### config.mk
export PLATFORM = sky130hd
export DESIGN_NAME = awas_back
export DESIGN_NICKNAME = d
export VERILOG_FILES = /design/src/rtl/awas_pkg.sv /design/src/rtl/awas_back.sv
export SDC_FILE = /design/constraint.sdc
export NUM_CORES = 2
export LEC_CHECK = 0
export BUFFER_PORTS_ARGS = -buffer_cell sky130_fd_sc_hd__buf_2
export CAP_MARGIN = 5
export CORE_ASPECT_RATIO = 0.5
export CORE_MARGIN = 2
export CORE_UTILIZATION = 45
export CTS_BUF_LIST = sky130_fd_sc_hd__clkbuf_8
export CTS_CLUSTER_DIAMETER = 80
export DETAILED_ROUTE_END_ITERATION = 12
export PLACE_DENSITY_LB_ADDON = 0.12
export SETUP_SLACK_MARGIN = 0.15
export SYNTH_ARGS = -nofsm -noshare
export SYNTH_HDL_FRONTEND = slang
export SYNTH_SLANG_ARGS = --single-unit
### constraint.sdc
create_clock -name i_clk -period 9.8 [get_ports i_clk]
set_clock_uncertainty 0.1 [all_clocks]
set_input_delay 0.98 -clock i_clk [delete_from_list [all_inputs] [get_ports i_clk]]
set_output_delay 0.98 -clock i_clk [all_outputs]
set_load 0.1 [all_outputs]
### src/rtl/awas_pkg.sv
// Package for the ADC window average scaler: widths, register indexes, reset values.
// No dependencies; used by every module in rtl/ except awas_ram.
package awas_pkg;

    localparam int SAMPLE_W    = 12;
    localparam int NUM_CH      = 6;
    localparam int DEF_WINDOW  = 128;
    localparam int CFG_IDX_W   = 2;

    localparam logic [CFG_IDX_W-1:0] REG_VREF_CAL = 2'd0;
    localparam logic [CFG_IDX_W-1:0] REG_CAL_COLD = 2'd1;
    localparam logic [CFG_IDX_W-1:0] REG_CAL_HOT  = 2'd2;

    localparam logic [11:0] RST_VREF_CAL = 12'd1500;
    localparam logic [11:0] RST_CAL_COLD = 12'd940;
    localparam logic [11:0] RST_CAL_HOT  = 12'd1200;

    // One scan as the front part hands it to the back part.
    typedef struct packed {
        logic [SAMPLE_W-1:0] avg_vout;
        logic [SAMPLE_W-1:0] avg_vin;
        logic [SAMPLE_W-1:0] avg_isense;
        logic [SAMPLE_W-1:0] avg_temp;
        logic [SAMPLE_W-1:0] avg_vref;
        logic [SAMPLE_W-1:0] ir;
    } t_avg;

    typedef struct packed {
        logic [15:0] vin_mv;
        logic [15:0] vout_mv;
        logic [13:0] current_ma;
        logic [11:0] ir_level;
        logic [11:0] temp_tenths;
        logic        temp_valid;
    } t_res;

endpackage

### src/rtl/awas_back.sv
// Back part: scales averages to millivolts, milliamps and die temperature.
// Depends on awas_pkg. Temperature uses a bit-serial divider on magnitudes, signed after.
module awas_back (
    input  logic           i_clk,
    input  logic           i_rst_n,
    input  logic [11:0]    i_vref_cal,
    input  logic [11:0]    i_cal_cold,
    input  logic [11:0]    i_cal_hot,
    input  logic           i_valid,
    output logic           o_ready,
    input  awas_pkg::t_avg i_avg,
    output logic           o_valid,
    input  logic           i_ready,
    output awas_pkg::t_res o_res
);
    import awas_pkg::*;

    // Numerator magnitude at most 800*4095*4095 < 2^34; quotient width 34.
    localparam int NW = 34;
    localparam int DW = 25;

    // Scale factors as reciprocal multiplications by 2^32 that are exact over
    // the 12-bit average range: 36300/4095 = 2420/273 and 3300/1638 = 1650/819.
    localparam logic [35:0] MV_SCALE = 36'd38072604020;
    localparam logic [33:0] MA_SCALE = 34'd8652865650;

    typedef enum logic [2:0] {S_IDLE, S_MUL1, S_MUL2, S_DIV, S_FIN, S_OUT} t_state;

    t_state             r_state;
    t_avg               r_a;
    logic [5:0]         r_bit;
    logic signed [25:0] r_p1;      // avg_temp*vref_cal - cold*avg_vref
    logic signed [12:0] r_span;
    logic [NW-1:0]      r_num;
    logic [DW-1:0]      r_den;
    logic [NW-1:0]      r_quo;
    logic [DW:0]        r_rem;
    logic               r_neg;
    logic               r_dz;
    logic [15:0]        r_vin;
    logic [15:0]        r_vout;
    logic [11:0]        r_cmag;    // |2048 - avg_isense|
    logic               r_cneg;
    logic [12:0]        r_cq;
    t_res               r_res;

    logic [DW:0]        w_trial;
    logic signed [NW+1:0] w_t;
    logic [NW+1:0]      w_mag;

    assign w_trial = {r_rem[DW-1:0], r_num[NW-1]};
    assign o_ready = (r_state == S_IDLE);
    assign o_valid = (r_state == S_OUT);
    assign o_res   = r_res;
    assign w_mag   = {2'b00, r_quo};
    assign w_t     = r_neg ? (36'sd300 - $signed(w_mag)) : (36'sd300 + $signed(w_mag));

    always_ff @(posedge i_clk) begin
        if (!i_rst_n) begin
            r_state <= S_IDLE;
        end else begin
            unique case (r_state)
                S_IDLE: begin
                    if (i_valid) begin
                        r_a     <= i_avg;
                        r_state <= S_MUL1;
                    end
                end
                S_MUL1: begin
                    r_p1   <= $signed(26'(r_a.avg_temp) * 26'(i_vref_cal))
                            - $signed(26'(i_cal_cold) * 26'(r_a.avg_vref));
                    r_span <= $signed({1'b0, i_cal_hot}) - $signed({1'b0, i_cal_cold});
                    r_vin  <= 16'((48'(r_a.avg_vin) * 48'(MV_SCALE)) >> 32);
                    r_vout <= 16'((48'(r_a.avg_vout) * 48'(MV_SCALE)) >> 32);
                    r_cneg <= (r_a.avg_isense > 12'd2048);
                    r_cmag <= (r_a.avg_isense > 12'd2048) ? r_a.avg_isense - 12'd2048
                                                          : 12'd2048 - r_a.avg_isense;
                    r_state <= S_MUL2;
                end
                S_MUL2: begin
                    logic [25:0] v_pm;
                    logic [11:0] v_sm;
                    v_pm = r_p1[25] ? 26'(-r_p1) : 26'(r_p1);
                    v_sm = r_span[12] ? 12'(-r_span) : 12'(r_span);
                    r_num <= NW'(v_pm) * NW'(800);
                    r_den <= DW'(r_a.avg_vref) * DW'(v_sm);
                    r_neg <= r_p1[25] ^ r_span[12];
                    r_dz  <= (r_a.avg_vref == '0) || (r_span == '0);
                    r_cq  <= 13'((46'(r_cmag) * 46'(MA_SCALE)) >> 32);
                    r_rem <= '0;
                    r_quo <= '0;
                    r_bit <= '0;
                    r_state <= S_DIV;
                end
                S_DIV: begin
                    r_num <= {r_num[NW-2:0], 1'b0};
                    if (w_trial >= {1'b0, r_den}) begin
                        r_rem <= w_trial - {1'b0, r_den};
                        r_quo <= {r_quo[NW-2:0], 1'b1};
                    end else begin
                        r_rem <= w_trial;
                        r_quo <= {r_quo[NW-2:0], 1'b0};
                    end
                    r_bit <= r_bit + 6'd1;
                    if (r_bit == 6'(NW - 1)) r_state <= S_FIN;
                end
                S_FIN: begin
                    r_res.vin_mv     <= r_vin;
                    r_res.vout_mv    <= r_vout;
                    r_res.current_ma <= r_cneg ? 14'(-{1'b0, r_cq}) : {1'b0, r_cq};
                    r_res.ir_level   <= r_a.ir;
                    r_res.temp_valid <= !r_dz;
                    if (r_dz) r_res.temp_tenths <= '0;
                    else if (w_t < -36'sd550) r_res.temp_tenths <= 12'(-13'sd550);
                    else if (w_t > 36'sd1500) r_res.temp_tenths <= 12'd1500;
                    else r_res.temp_tenths <= 12'(w_t);
                    r_state <= S_OUT;
                end
                S_OUT: begin
                    if (i_ready) r_state <= S_IDLE;
                end
                default: r_state <= S_IDLE;
            endcase
        end
    end
endmodule

# Word level (Yosys, flattened, before mapping)
# Index checks and enable logic that the tools add are counted.
[totals]
register_bits = 368
output_inout_bits = 73
word_cells = 93
[op_classes]
addsub = 11
multipliers = 7
n_lt_le_gt_ge = 4
n_eq_ne = 9
n_mux = 17
bitwise_logic = 1
n_reduce_logical = 14
[ops]
columns = ["op", "count"]
rows = [
  ["$pmux W34 S2", 2],
  ["$mul A12 B34 Y46 const B", 2],
  ["$mul A12 B12 Y24", 3],
  ["$pmux W25 S2", 1],
  ["$mux W12", 4],
  ["$mul A12 B33 Y44 const B", 1],
  ["$gt A36 B12 Y1 const B", 1],
  ["$lt A36 B11 Y1 const B", 1],
  ["$mux W36", 1],
  ["$add A9 B34 Y35 const A", 1],
  ["$sub A9 B34 Y35 const A", 1],
  ["$mul A26 B5 Y29 const B", 1],
  ["$ge A26 B24 Y1", 1],
  ["$mux W26", 1],
  ["$neg A26 Y26", 1],
  ["$mux W25", 1],
  ["$sub A24 B24 Y25", 1],
  ["$sub A25 B24 Y25", 1],
  ["$pmux W3 S6", 1],
  ["$neg A13 Y14", 1],
  ["$logic_not A13 Y1", 1],
  ["$mux W13", 1],
  ["$sub A12 B12 Y13", 1],
  ["$gt A12 B12 Y1 const B", 1],
  ["other kinds (23)", 32],
]

# Longest topological paths before layout
[depth]
word_depth = 5
depth_mapped = 28
depth_no_buf = 27

# Worst setup path after synthesis
# OpenSTA, ideal clock, no wires.
[synth_timing]
path_type = "input port to flip-flop"
from = "input port i_rst_n"
to = "register r_cmag[0] (enable)"
setup_time_ps = 732
t_arrival_ps = 8874
required_ps = 8968
path_slack_ps = 93
path_stages = 1
n_path_buf = 0
cell_sequence = "nor4bb_1"
[synth_between]
elab_chain_cells = 1
[synth_lines]
columns = ["item", "line_no", "text"]
rows = [
  ["start: declaration", "awas_back.sv:5", "input logic i_rst_n,"],
  ["$reduce_and A2 Y1 (no line)", "-", ""],
  ["end signal: assignment", "awas_back.sv:76", "r_cmag <= (r_a.avg_isense > 12'd2048) ? r_a.avg_isense - 12'd2048"],
  ["end: declaration", "awas_back.sv:42", "logic [11:0] r_cmag;"],
]
# No other way between the ends.
# A chain may end at the register's enable or synchronous reset.

# Final worst setup path
[layout_timing]
from = "register r_a[20] (netlist name)"
to = "register r_p1[24] (data pin)"
[layout_between]
elab_chain_cells = 2
[layout_lines]
columns = ["item", "line_no", "text"]
rows = [
  ["start: declaration", "awas_back.sv:30", "t_avg r_a;"],
  ["start signal: assignment", "awas_back.sv:65", "r_a <= i_avg;"],
  ["$mul A12 B12 Y24", "awas_back.sv:71", "- $signed(26'(i_cal_cold) * 26'(r_a.avg_vref));"],
  ["$sub A24 B24 Y25", "awas_back.sv:71", ""],
  ["end signal: assignment", "awas_back.sv:70", "r_p1 <= $signed(26'(r_a.avg_temp) * 26'(i_vref_cal))"],
  ["end: declaration", "awas_back.sv:32", "logic signed [25:0] r_p1;"],
]
# No other way between the ends.

==> flow_metrics.py <==
metrics = {
    "layout": {
        "nets": 6152,
        "fin_cells": 6215,
        "drive_gt1_frac": 0.0707,
        "area_delta_synth_final_pct": 8.30,
        "final_common_cell": "inv_1",
        "layout_common_cells": "inv_1, fa_1, ha_1, edfxtp_1, nand2_1",
        "nFillCells": 9588,
    },
    "setup_path": {
        "worstSetupPathType": "register to register",
        "cp_data_required_time_ps": 10190,
        "end_kind": "register",
        "cp-start-kind": "register",
        "path_max_fanout": 25,
        "worstPathArrival_ps": 7980,
    },
    "sta": {
        "clock.fmax_mhz": 132,
        "min_period_ps": 7600,
        "drv_slew": 0,
        "finalCritPeriodShare": 0.775,
        "finalHoldViolCount": 0,
        "tightest_slew_ps": 1200,
        "final.setup.tns_ps": 0,
        "rsz0062_at_grt": "false",
        "finalSetupViolCount": 0,
        "slew_headroom": 0.195,
    },
    "placed_design": {
        "portBuffers": 184,
        "place_congestion": 0.909,
        "dpl.hpwl_um": 89800,
        "dpl.cell_count": 6101,
    },
    "floorplan": {
        "start_util": 0.456,
        "rows": 83,
        "die_h_um": 232,
        "coreArea_mm2": 0.103,
        "die_width_um": 461,
        "io_pins": 185,
        "die_area_mm2": 0.107,
    },
    "cts": {
        "clockBufferDepth": 3,
        "h-tree-depth": 2,
        "cts-root-buf": "clkbuf_8",
        "ctsHoldBuffers": 0,
        "cts_sinks": 362,
        "post-cts-setup-buffer-count": 0,
        "numCtsBuffers": 60,
        "cts_resized": 0,
        "clkTransAtPathRegs_ps": 70,
        "clk_latency_ps": 750,
        "cts_tree": "yes",
    },
    "grt": {
        "antenna_found_initial": 16,
        "first_global_vias": 33530,
        "grt_pass1_wl_um": 180000,
        "grt_usage": 0.213,
        "grt_max_degree": 61,
        "overflow": 0,
    },
    "yosys": {
        "postSynthAreaPerCell_um2": 10.2,
        "seq_area_frac_synth": 0.231,
        "synth-edff-count": 359,
        "synth_warnings": 0,
        "yosysUniqueCellTypes": 80,
        "async_reset_ff_frac": 0,
        "ys_top_cells_by_area": "fa_1, edfxtp_1, ha_1",
        "synthesis.area_mm2": 0.0469,
        "synth_largest_area_cell": "fa_1",
        "synthCells": 4606,
        "netlist.area_leader.share": 0.281,
        "synthesis.nets": 5997,
        "synth_ff_type": "edfxtp_1",
        "synth_seq_cells": 362,
    },
    "run": {
        "maxCapViolations": 0,
    },
    "route": {
        "drt-pass1-iter-count": 6,
        "post_drt_wl_per_cell_um": 17.5,
        "antenna_left": 0,
        "finalWirelength_um": 109000,
        "first_iter_violations": 1473,
        "drc_errors": 0,
        "vias_per_cell": 5.06,
        "vias": 31431,
    },
    "run_status": {
        "status": "finished, final reports clean",
    },
    "hold_path": {
        "min_path_type": "register to register",
    },
}
[synthesized netlist by cell type, drive strengths merged (46+ instances only)]
master and number:
a21oi 126, and2 249, clkbuf 108, edfxtp 359, fa 658, ha 621, inv 1022, nand2 347
nand3 46, nor2 191, nor3 73, o21ai 98, xnor2 137, xor2 66
[layer usage]
layer | part of all wire | global-route usage | vias up
met3 | 0.045 | 0.0340 | 187
met2 | 0.47 | 0.358 | 579
li1 | - | - | 15175
met4 | 0.031 | 0.0644 | 10
met5 | 0.00069 | 0 | -
met1 | 0.45 | 0.283 | 15480
[registers in the layout (all words and copies together), names as in the netlist, 3 cells and up]
name and flops:
r_quo 34, r_cq 13, r_a 72, o_res 71
r_state 3, r_span 13, r_vin 16, r_den 24
r_rem 25, r_bit 6, r_num 29, r_cmag 12
r_p1 25, r_vout 16
[worst max-delay path: stages (launching register included)]
cell	delay, ps
edfxtp_1	1080
nand2_1	180
fa_1	600
fa_1	450
fa_1	550
fa_1	550
fa_1	530
fa_1	560
inv_1	60
fa_1	530
inv_1	50
ha_1	350
a21o_1	190
a21oi_1	320
nor2_1	90
a21oi_1	120
o311ai_0	180
a31oi_1	230
nand2_1	120
a41o_1	220
a21oi_1	180
xnor2_1	90
[logic make-up (layout without fill, tap and decap cells)]
group | count (synthesis) | in the layout | share of synthesized area
AOI/OAI and AO/OA | 503 | 503 | 0.0713
xor gates and xnor gates | 203 | 203 | 0.0381
adders and majority gates | 1279 | 1279 | 0.447
buffers and inverters | 1139 | 1341 | 0.0913
DFF | 362 | 362 | 0.231
muxes | 23 | 23 | 0.00496
other | 1 | 6 | 0.0000800
and+or+nand+nor | 1096 | 1096 | 0.117
[through the flow]
step,hold slack (ps),cell area [um^2],utilization,worst slack [ps]
floorplan,300,46900,-,834
CTS,228,50800,0.493,2180
finish,302,50800,0.493,2200
detailed placement,305,49400,0.480,2140
global route,248,50800,0.493,1810
global placement,301,49400,0.480,2240
[worst paths after layout]
kind | startpoint | end | slack, ps | cells past startpoint
hold reg to reg | r_a[1]$_DFFE_PP_ | o_res[14]$_DFFE_PP_ | 300 | 0
setup reg to reg | r_a[20]$_DFFE_PP_ | r_p1[24]$_DFFE_PP_ | 2200 | 21
hold / removal | r_a[1]$_DFFE_PP_ | o_res[14]$_DFFE_PP_ | 300 | 0
setup / recovery | r_a[20]$_DFFE_PP_ | r_p1[24]$_DFFE_PP_ | 2200 | 21
[final cells by class]
| type | count | area (um^2) | share of cell area |
|---|---|---|---|
| Multi-Input combinational cell | 3105 | 31800 | 0.627 |
| Clock inverter | 48 | 564 | 0.0111 |
| Antenna cell | 5 | 12.5 | 0.000246 |
| Inverter | 1024 | 3840 | 0.0757 |
| Sequential cell | 362 | 10800 | 0.213 |
| Clock buffer | 61 | 840 | 0.0165 |
| Tap cell | 1402 | 1750 | 0.0345 |
| Timing Repair Buffer | 208 | 1100 | 0.0217 |
Power is left out: the tool's default activity adds up to more than one toggle a clock period on the data nets, which glitch-free logic cannot reach.
