`config.mk`:
```
export PLATFORM = sky130hd
export DESIGN_NAME = awas_fifo
export DESIGN_NICKNAME = d
export VERILOG_FILES = /design/src/rtl/awas_pkg.sv /design/src/rtl/awas_fifo.sv
export SDC_FILE = /design/constraint.sdc
export NUM_CORES = 1
export LEC_CHECK = 0
export BUFFER_PORTS_ARGS = -buffer_cell sky130_fd_sc_hd__buf_2
export CELL_PAD_IN_SITES_DETAIL_PLACEMENT = 1
export CELL_PAD_IN_SITES_GLOBAL_PLACEMENT = 1
export CORE_MARGIN = 2
export CORE_UTILIZATION = 30
export CTS_CLUSTER_SIZE = 10
export DETAILED_ROUTE_END_ITERATION = 8
export HOLD_SLACK_MARGIN = 0.06
export PLACE_DENSITY = 0.63
export RECOVER_POWER = 50
export SLEW_MARGIN = 10
export SYNTH_ARGS = -nofsm -noshare
export SYNTH_HDL_FRONTEND = slang
export SYNTH_SLANG_ARGS = --single-unit
```
`constraint.sdc`:
```
create_clock -name i_clk -period 5.8 [get_ports i_clk]
set_clock_uncertainty 0.05 [all_clocks]
set_input_delay 0.29 -clock i_clk [delete_from_list [all_inputs] [get_ports i_clk]]
set_output_delay 0.29 -clock i_clk [all_outputs]
set_load 0.05 [all_outputs]
```
`src/rtl/awas_pkg.sv`:
```
// Package for the ADC window average scaler: widths, register indexes, reset values.
// No dependencies; used by every module in rtl/ except awas_ram.
package awas_pkg;

    localparam int SAMPLE_W    = 12;
    localparam int NUM_CH      = 6;
    localparam int DEF_WINDOW  = 128;
    localparam int CFG_IDX_W   = 2;

    localparam logic [CFG_IDX_W-1:0] REG_VREF_CAL = 2'd0;
    localparam logic [CFG_IDX_W-1:0] REG_CAL_COLD = 2'd1;
    localparam logic [CFG_IDX_W-1:0] REG_CAL_HOT  = 2'd2;

    localparam logic [11:0] RST_VREF_CAL = 12'd1500;
    localparam logic [11:0] RST_CAL_COLD = 12'd940;
    localparam logic [11:0] RST_CAL_HOT  = 12'd1200;

    // One scan as the front part hands it to the back part.
    typedef struct packed {
        logic [SAMPLE_W-1:0] avg_vout;
        logic [SAMPLE_W-1:0] avg_vin;
        logic [SAMPLE_W-1:0] avg_isense;
        logic [SAMPLE_W-1:0] avg_temp;
        logic [SAMPLE_W-1:0] avg_vref;
        logic [SAMPLE_W-1:0] ir;
    } t_avg;

    typedef struct packed {
        logic [15:0] vin_mv;
        logic [15:0] vout_mv;
        logic [13:0] current_ma;
        logic [11:0] ir_level;
        logic [11:0] temp_tenths;
        logic        temp_valid;
    } t_res;

endpackage

```
`src/rtl/awas_fifo.sv`:
```
// Two-entry queue of averaged scans between the front and back parts.
// Depends on awas_pkg.
module awas_fifo (
    input  logic           i_clk,
    input  logic           i_rst_n,
    input  logic           i_valid,
    output logic           o_ready,
    input  awas_pkg::t_avg i_data,
    output logic           o_valid,
    input  logic           i_ready,
    output awas_pkg::t_avg o_data
);
    import awas_pkg::*;

    t_avg       r_mem [2];
    logic       r_wp;
    logic       r_rp;
    logic [1:0] r_cnt;
    logic       w_push;
    logic       w_pop;

    assign o_ready = (r_cnt != 2'd2);
    assign o_valid = (r_cnt != 2'd0);
    assign o_data  = r_mem[r_rp];
    assign w_push  = i_valid && o_ready;
    assign w_pop   = o_valid && i_ready;

    always_ff @(posedge i_clk) begin
        if (w_push) r_mem[r_wp] <= i_data;
        if (!i_rst_n) begin
            r_wp  <= 1'b0;
            r_rp  <= 1'b0;
            r_cnt <= 2'd0;
        end else begin
            if (w_push) r_wp <= ~r_wp;
            if (w_pop)  r_rp <= ~r_rp;
            r_cnt <= r_cnt + {1'b0, w_push} - {1'b0, w_pop};
        end
    end
endmodule

```
Yosys cells after proc, flatten, opt, wreduce, memory -nomap -nowiden
Memories as Yosys holds them, arrays and structs flattened. A register that Yosys moved wholly into a read port is not among the register bits.
Cells that the tools add are included.
{"block": "word_totals", "reg_bits": 4, "latchBits": 0, "mem_bits_rw": 144, "romBits": 0, "out_inout_bits": 74, "n_memories": 1}
{"block": "op_classes", "addsub": 2, "n_mul": 0, "n_div": 0, "magnitude_cmp": 0, "n_eq_ne": 1, "n_shift": 0, "muxes": 4, "bitwise_logic": 2, "reduce_logical": 3}
{"memory": "r_mem", "words": 2, "word_bits": 72, "read_ports": 1, "rd_clocked_by_memory_dff": 1, "wr": 1, "line": "awas_fifo.sv:15", "text": "t_avg r_mem [2];"}
{"cell": "2-to-1 mux 1 bit", "count": 4}
{"cell": "adder 2 x 1 -> 2 bit", "count": 1}
{"cell": "logical AND 1 bit", "count": 2}
{"cell": "!= test 2 bit (second input constant)", "count": 1}
{"cell": "NOT 1 bit", "count": 2}
{"cell": "nonzero test 2 bit", "count": 1}
{"cell": "subtractor 2 x 1 -> 2 bit", "count": 1}

Depth between registers and ports, before layout
Gate-level depths: netlist of run 1.
{"block": "logic_depth", "word_depth": 4, "depth_mapped": 8, "mapped_depth_nobuf": 8}

Worst setup path after synthesis of run 1
No wires, ideal clock.
{"block": "synth_path", "path_type": "reg-to-reg", "from": "reg r_cnt[0]", "to": "mem r_mem[0][0] (netlist bit) (enable)", "setup_ns": 0.503, "arrival_time_ns": 4.037, "required_ns": 5.247, "setup_slack_ns": 1.210, "stages_incl_launch_ff": 4, "path_buffers": 0, "cell_sequence": "dfxtp_1 > nand2b_1 > nand2_1 > nor2_1"}
{"block": "synth_between", "elab_chain_len": 4}
{"element": "start: declaration", "line": "awas_fifo.sv:18", "text": "logic [1:0] r_cnt;"}
{"element": "start signal: assignment", "line": "awas_fifo.sv:37", "text": "r_cnt <= r_cnt + {1'b0, w_push} - {1'b0, w_pop};"}
{"element": "!= test 2 bit", "line": "awas_fifo.sv:22", "text": "assign o_ready = (r_cnt != 2'd2);"}
{"element": "named net o_ready", "line": "awas_fifo.sv:7", "text": "output logic o_ready,"}
{"element": "logical AND 1 bit", "line": "awas_fifo.sv:25", "text": "assign w_push = i_valid && o_ready;"}
{"element": "2-to-1 mux 1 bit", "line": "awas_fifo.sv:29", "text": "if (w_push) r_mem[r_wp] <= i_data;"}
{"element": "2-to-1 mux 1 bit (not written as such)", "line": "awas_fifo.sv:29"}
{"element": "end: declaration", "line": "awas_fifo.sv:15"}
The timed path passes the listed nets, and every way through them passes these cells.

Worst setup path in the final report of run 1
{"block": "layout_path", "from": "reg r_cnt[0]", "to": "mem r_mem[1][35] (netlist bit) (enable)"}
{"block": "layout_between", "elab_chain_len": 4}
{"element": "!= test 2 bit", "line": "awas_fifo.sv:22"}
{"element": "logical AND 1 bit", "line": "awas_fifo.sv:25"}
{"element": "2-to-1 mux 1 bit", "line": "awas_fifo.sv:29"}
{"element": "2-to-1 mux 1 bit (not written as such)", "line": "awas_fifo.sv:29"}
No other way between the ends.

==> out/qor.txt, run 1 <==
Status: finished, violations left
Failing checks: max-capacitance violations, max-slew violations
DRC viols: 0
Global route total overflow: 0
Tightest Hold Check Type: input pin to register
Register area: 0.00443 mm^2
FF-to-FF setup slack: 2100 ps
DP HPWL: 7130 um
Core box area: 0.0188 mm^2
1st-pass router iterations: 4
Post-layout util: 42.2%
# rows: 50
Synth warn: 0
CTS tree: done
FF-to-FF End: r_mem[1][35]$_DFFE_PP_
Ant diodes: 0
CTS clk-pin slew, worst paths: 60 ps
Synthesized area per cell: 23.3 um^2
Worst path max stage delay: 2590 ps
CP delay by family, top: simple AND/OR/NAND/NOR gates
Multi-input gate area: 0.00121 mm^2
# fillers: 1886
DIE HEIGHT: 143 um
Power share of the sequential group: 38.1%
Kind of start point of the critical path: register
PwrDens: 476 mW/mm^2
Critical path cell sequence: nand2b_1 > and3_1
Clk_lat worst skew: 400 ps
Largest net degree at the start of global routing: 73
WL/cell: 15.1 um
Reg2Reg Depth: 2
Synth cell types: 18
Vias in the first global route: 3439
Clk buf depth: 2
H-tree levels: 4
Dpl ws: 3220 ps
ANT nets after route: 0
Hold Vio Cnt, Final: 0
Setup violators final: 0
1st-iter DRT viols: 109
Synth Register Bits: 149
RSZ-0062 raised after global routing: false
Fmax: 270 MHz
Pleak: 2.98 nW
Proportion of synthesized chip area in sequential cells: 76.5%
Commonest non-fill, non-tap cell in the layout: edfxtp_1
Clk sinks: 149
Max_cap viols: 1
Initial Util: 30.7%
Die area: 0.0204 mm^2
Root buf cell: clkbuf_16
Initial antenna violation count: 0
Slew HR: -137%
Most frequent cells in the layout: edfxtp_1, buf_2, dlygate4sd3_1
Routability cong.: 0.653
Pint: 0.00246 W
Buf/Inv on CP: 0
Vias/cell: 4.05
Worst vdd ir: 197 uV
Reg2reg start: r_cnt[0]$_SDFF_PN0_
Syn Inst Count: 248
Setup CP Type: register to register
Slew @ Worst Pin: 3550 ps
Io pins: 150
Die Wd: 143 um
Total CTS buffers: 17
Hold Path Depth: 2
CP required: 5690 ps
Post-synth net total: 326
WP data arrival: 3580 ps
Post-Synthesis Cell Area: 0.00578 mm^2
Fin crit period: 3700 ps
CP max stage cell: and3_1
Hold_sp: i_rst_n
Worst-path fanout max: 72
Endpoint class of the critical path: register
Clock share of power: 28.4%
Nets: 560
Slew Limit Fails: 73
Final cycle utilization of the critical path: 63.7%
Final setup TNS: 0 ps
Sw Ratio: 35.1%
Area grow syn2layout: 37.5%
Setup bufs post-CTS: 0
Total GRT Usage: 11.6%
Vias post-DR: 3058
Combinational power share: 33.5%
Post-layout worst setup margin: 2100 ps
IO Port Bufs: 149
First-pass GRT wire length: 17800 um
Layout cells sized above 1: 39.6%
Routed wire length: 11400 um
Psw: 0.00133 W
[Yosys cell counts, drive strengths merged]
library cell	instances	share of area, %
o21a	1	0.13
xnor2	3	0.45
or2	1	0.11
edfxtp	144	75
and2	2	0.22
nor2b	2	0.22
mux2i	1	0.17
dfxtp	5	1.7
ha	2	0.43
nor2	1	0.065
and3	1	0.11
nand2b	2	0.22
buf	8	2.6
mux2	72	19
inv	1	0.065
nand2	2	0.13
[layout make-up]
type                    instances  area share [%]
flip-flops and latches        149            55.7
repair buffers                223            17.7
multi-input cells              90            15.2
clock buffers                  20            5.49
well taps                     260            4.09
clock inverters                12            1.71
inverters                       1          0.0472
[per-layer routing]
| layer | share of wire [%] | vias to the layer above | GRT usage, % |
|---|---|---|---|
| li1 | - | 1440 | - |
| met2 | 52 | 97 | 19.9 |
| met5 | 0 | - | 0 |
| met1 | 42 | 1507 | 13.7 |
| met4 | 1.8 | 0 | 4.74 |
| met3 | 4.6 | 14 | 3.45 |
[how the worst max path moves through the flow]
stage	cells past startpoint	end	startpoint
after floorplan	3	r_mem[0][0]$_DFFE_PP_	r_cnt[0]$_SDFF_PN0_
after global placement	4	r_mem[0][7]$_DFFE_PP_	r_cnt[0]$_SDFF_PN0_
after detailed placement	4	r_mem[0][41]$_DFFE_PP_	r_cnt[0]$_SDFF_PN0_
after CTS	3	o_data[43]	register
after global routing	2	r_mem[1][38]$_DFFE_PP_	r_cnt[0]$_SDFF_PN0_
final	2	r_mem[1][35]$_DFFE_PP_	r_cnt[0]$_SDFF_PN0_
[metrics by stage]
| stage | cells | total power [W] | hold slack [ps] | cell area, um^2 |
|---|---|---|---|---|
| 4_1_cts | 755 | 0.00384 | 97.6 | 8030 |
| 3_3_place_gp | 651 | 0.00270 | 427 | 6730 |
| 5_1_grt | 755 | 0.00395 | 114 | 7950 |
| 6_report | 755 | 0.00378 | 114 | 7950 |
| 3_5_place_dp | 651 | 0.00272 | 431 | 6730 |
| 2_1_floorplan | 248 | 0.00252 | 339 | 5780 |
[kinds of logic after synthesis]
logic type / synth area share (%)
flops: 76.5
mux: 18.7
simple gates: 1.06
buf+inv: 2.68
xor+xnor: 0.454
fa+ha+maj: 0.433
compound gates: 0.130
[state kept, by name (all words and copies together), names as in the netlist, named ones only]
register  count
r_cnt         2
r_rp          1
r_mem       144
r_wp          1
[repair_timing]
action,in CTS,in global routing
hold endpoints to repair,144,0
hold buffers,72,0
resized for setup,0,0
[power groups by stage]
stage / Combinational (W) / Clock, W / Sequential [W]
floorplan: 0.00111 / 0 / 0.00142
global placement: 0.00124 / 0 / 0.00145
global route: 0.00133 / 0.00115 / 0.00146
finish: 0.00127 / 0.00108 / 0.00144
CTS: 0.00130 / 0.00111 / 0.00144
detailed placement: 0.00126 / 0 / 0.00146
Power figures use the tool's default switching activity.
==> run 2, diff against run 1 <==
Settings changed: PLACE_DENSITY 0.63 to 0.65.
Clock period 5.8 ns to 3.3 ns, I/O delays scaled along.
==> run 2 against run 1 <==
The run still ends with max-capacitance violations, max-slew violations left. Final area increased by 1.3%. First-iteration DRC count down 2.8%. Sequential power is 76% higher. Worst hold slack gained 5.1 ps. Flip-flop and latch count did not move. Via count grew 0.72%. Wire length is 4.1% higher. Sequential share of layout area is 0.73 points lower. Largest power group unchanged.
==> out/qor.txt, run 2 (same netlist as run 1, synthesis figures left out) <==
PwrDens: 855 mW/mm^2
Total GRT Usage: 12.0%
CTS clk-pin slew, worst paths: 60 ps
DIE HEIGHT: 143 um
Kind of start point of the critical path: register
Core box area: 0.0188 mm^2
Slew HR: -2.69%
Clk sinks: 149
Final setup TNS: 0 ps
Routed wire length: 11800 um
CP max stage cell: clkbuf_1
Register area: 0.00443 mm^2
Max reg flops: 144
Setup CP Type: register to register
Largest net degree at the start of global routing: 73
First-pass GRT wire length: 18100 um
Total CTS buffers: 17
Critical path cell sequence: nand2b_1 > nand2_1 > nor2_4 > clkbuf_1
Ant diodes: 0
IO Port Bufs: 149
Setup bufs post-CTS: 0
H-tree levels: 4
Post-layout util: 42.8%
Setup violators final: 0
Final cycle utilization of the critical path: 73.2%
Layout cells sized above 1: 40.4%
CP required: 3260 ps
Worst path max stage delay: 1120 ps
Fmax: 414 MHz
Final hold slack: 119 ps
Reg2reg start: r_cnt[0]$_SDFF_PN0_
Most frequent cells in the layout: edfxtp_1, buf_2, dlygate4sd3_1
# fillers: 1884
Slew @ Worst Pin: 1540 ps
Tightest Hold Check Type: input pin to register
Hold_sp: i_valid
WP data arrival: 2370 ps
Vias post-DR: 3080
Vias in the first global route: 3438
Failing checks: max-capacitance violations, max-slew violations
Multi-input gate area: 0.00122 mm^2
Global route total overflow: 0
Commonest non-fill, non-tap cell in the layout: edfxtp_1
1st-iter DRT viols: 106
Initial Util: 30.7%
Slew Limit Fails: 25
Root buf cell: clkbuf_16
# rows: 50
ANT nets after route: 0
Fin crit period: 2420 ps
FF-to-FF setup slack: 880 ps
WL/cell: 15.7 um
Initial antenna violation count: 0
Hold Vio Cnt, Final: 0
FF-to-FF End: r_mem[0][0]$_DFFE_PP_
Clk_lat worst skew: 410 ps
Status: finished, violations left
DP HPWL: 7260 um
Area grow syn2layout: 39.4%
RSZ-0062 raised after global routing: false
Post_cts resized: 0
Endpoint class of the critical path: register
1st-pass router iterations: 4
Reg with most FFs: r_mem
Worst-path fanout max: 24
Vias/cell: 4.07
Die area: 0.0204 mm^2
CTS tree: done
Worst vdd ir: 328 uV
Io pins: 150
Die Wd: 143 um
Crit path launch: r_cnt[0]$_SDFF_PN0_
Clk buf depth: 2
Nets: 562
Hold Path Depth: 3
Max_cap viols: 1
Reg2Reg Depth: 4
Routability cong.: 0.656
Endpoint, Worst Hold: r_wp$_SDFFE_PN0N_
Pleak: 3.02 nW
DRC viols: 0
Biggest regs: r_mem x144, r_cnt x2
[run 2: critical path: cells and delay by family, from the launching register on]
kind          cells  cell delay [ps]
buf+inv           1             1120
simple gates      3              450
flops             1              370
[run 2: final cells by class]
| class | count | area share, % |
|---|---|---|
| timing repair buffer | 225 | 17.8 |
| clock buffer | 17 | 5.28 |
| inverter | 1 | 0.0466 |
| multi-input combinational | 90 | 15.1 |
| clock inverter | 15 | 2.81 |
| sequential | 149 | 54.9 |
| tap | 260 | 4.04 |
[run 2: how the worst max path moves through the flow]
stage | endpoint | slack (ps) | cells past startpoint
floorplan | r_mem[1][0]$_DFFE_PP_ | 170 | 2
global placement | o_data[28] | 1350 | 3
detailed placement | o_data[29] | 1330 | 3
CTS | o_data[29] | 880 | 3
global route | r_mem[0][63]$_DFFE_PP_ | 680 | 4
finish | r_mem[0][0]$_DFFE_PP_ | 880 | 4
[run 2: layer usage]
layer | vias to the layer above | track usage, % | wire (um)
met1 | 1537 | 12.8 | 4790
met4 | 0 | 4.69 | 182
met2 | 86 | 21.9 | 6310
li1 | 1446 | - | -
met5 | - | 0 | 0
met3 | 11 | 3.69 | 561
[run 2: power by group]
group | internal, W | switching, W | leakage (nW) | total [W]
Combinational | 0.000756 | 0.00149 | 1.32 | 0.00225
Sequential | 0.00239 | 0.000139 | 1.39 | 0.00253
Clock | 0.00135 | 0.000768 | 0.317 | 0.00212
[run 2: stage by stage]
step                instance area [um^2]  instances  total power, W  setup slack, ps
CTS                                 8140        757         0.00700              878
finish                              8060        757         0.00689              884
detailed placement                  6750        652         0.00479             1330
floorplan                           5790        248         0.00443              173
global placement                    6750        652         0.00475             1350
global route                        8060        757         0.00715              676
[run 2: what timing repair did]
action,CTS,global route
endpoints found under the hold margin,149,0
hold buffers,73,0
endpoints found under the setup margin,0,0
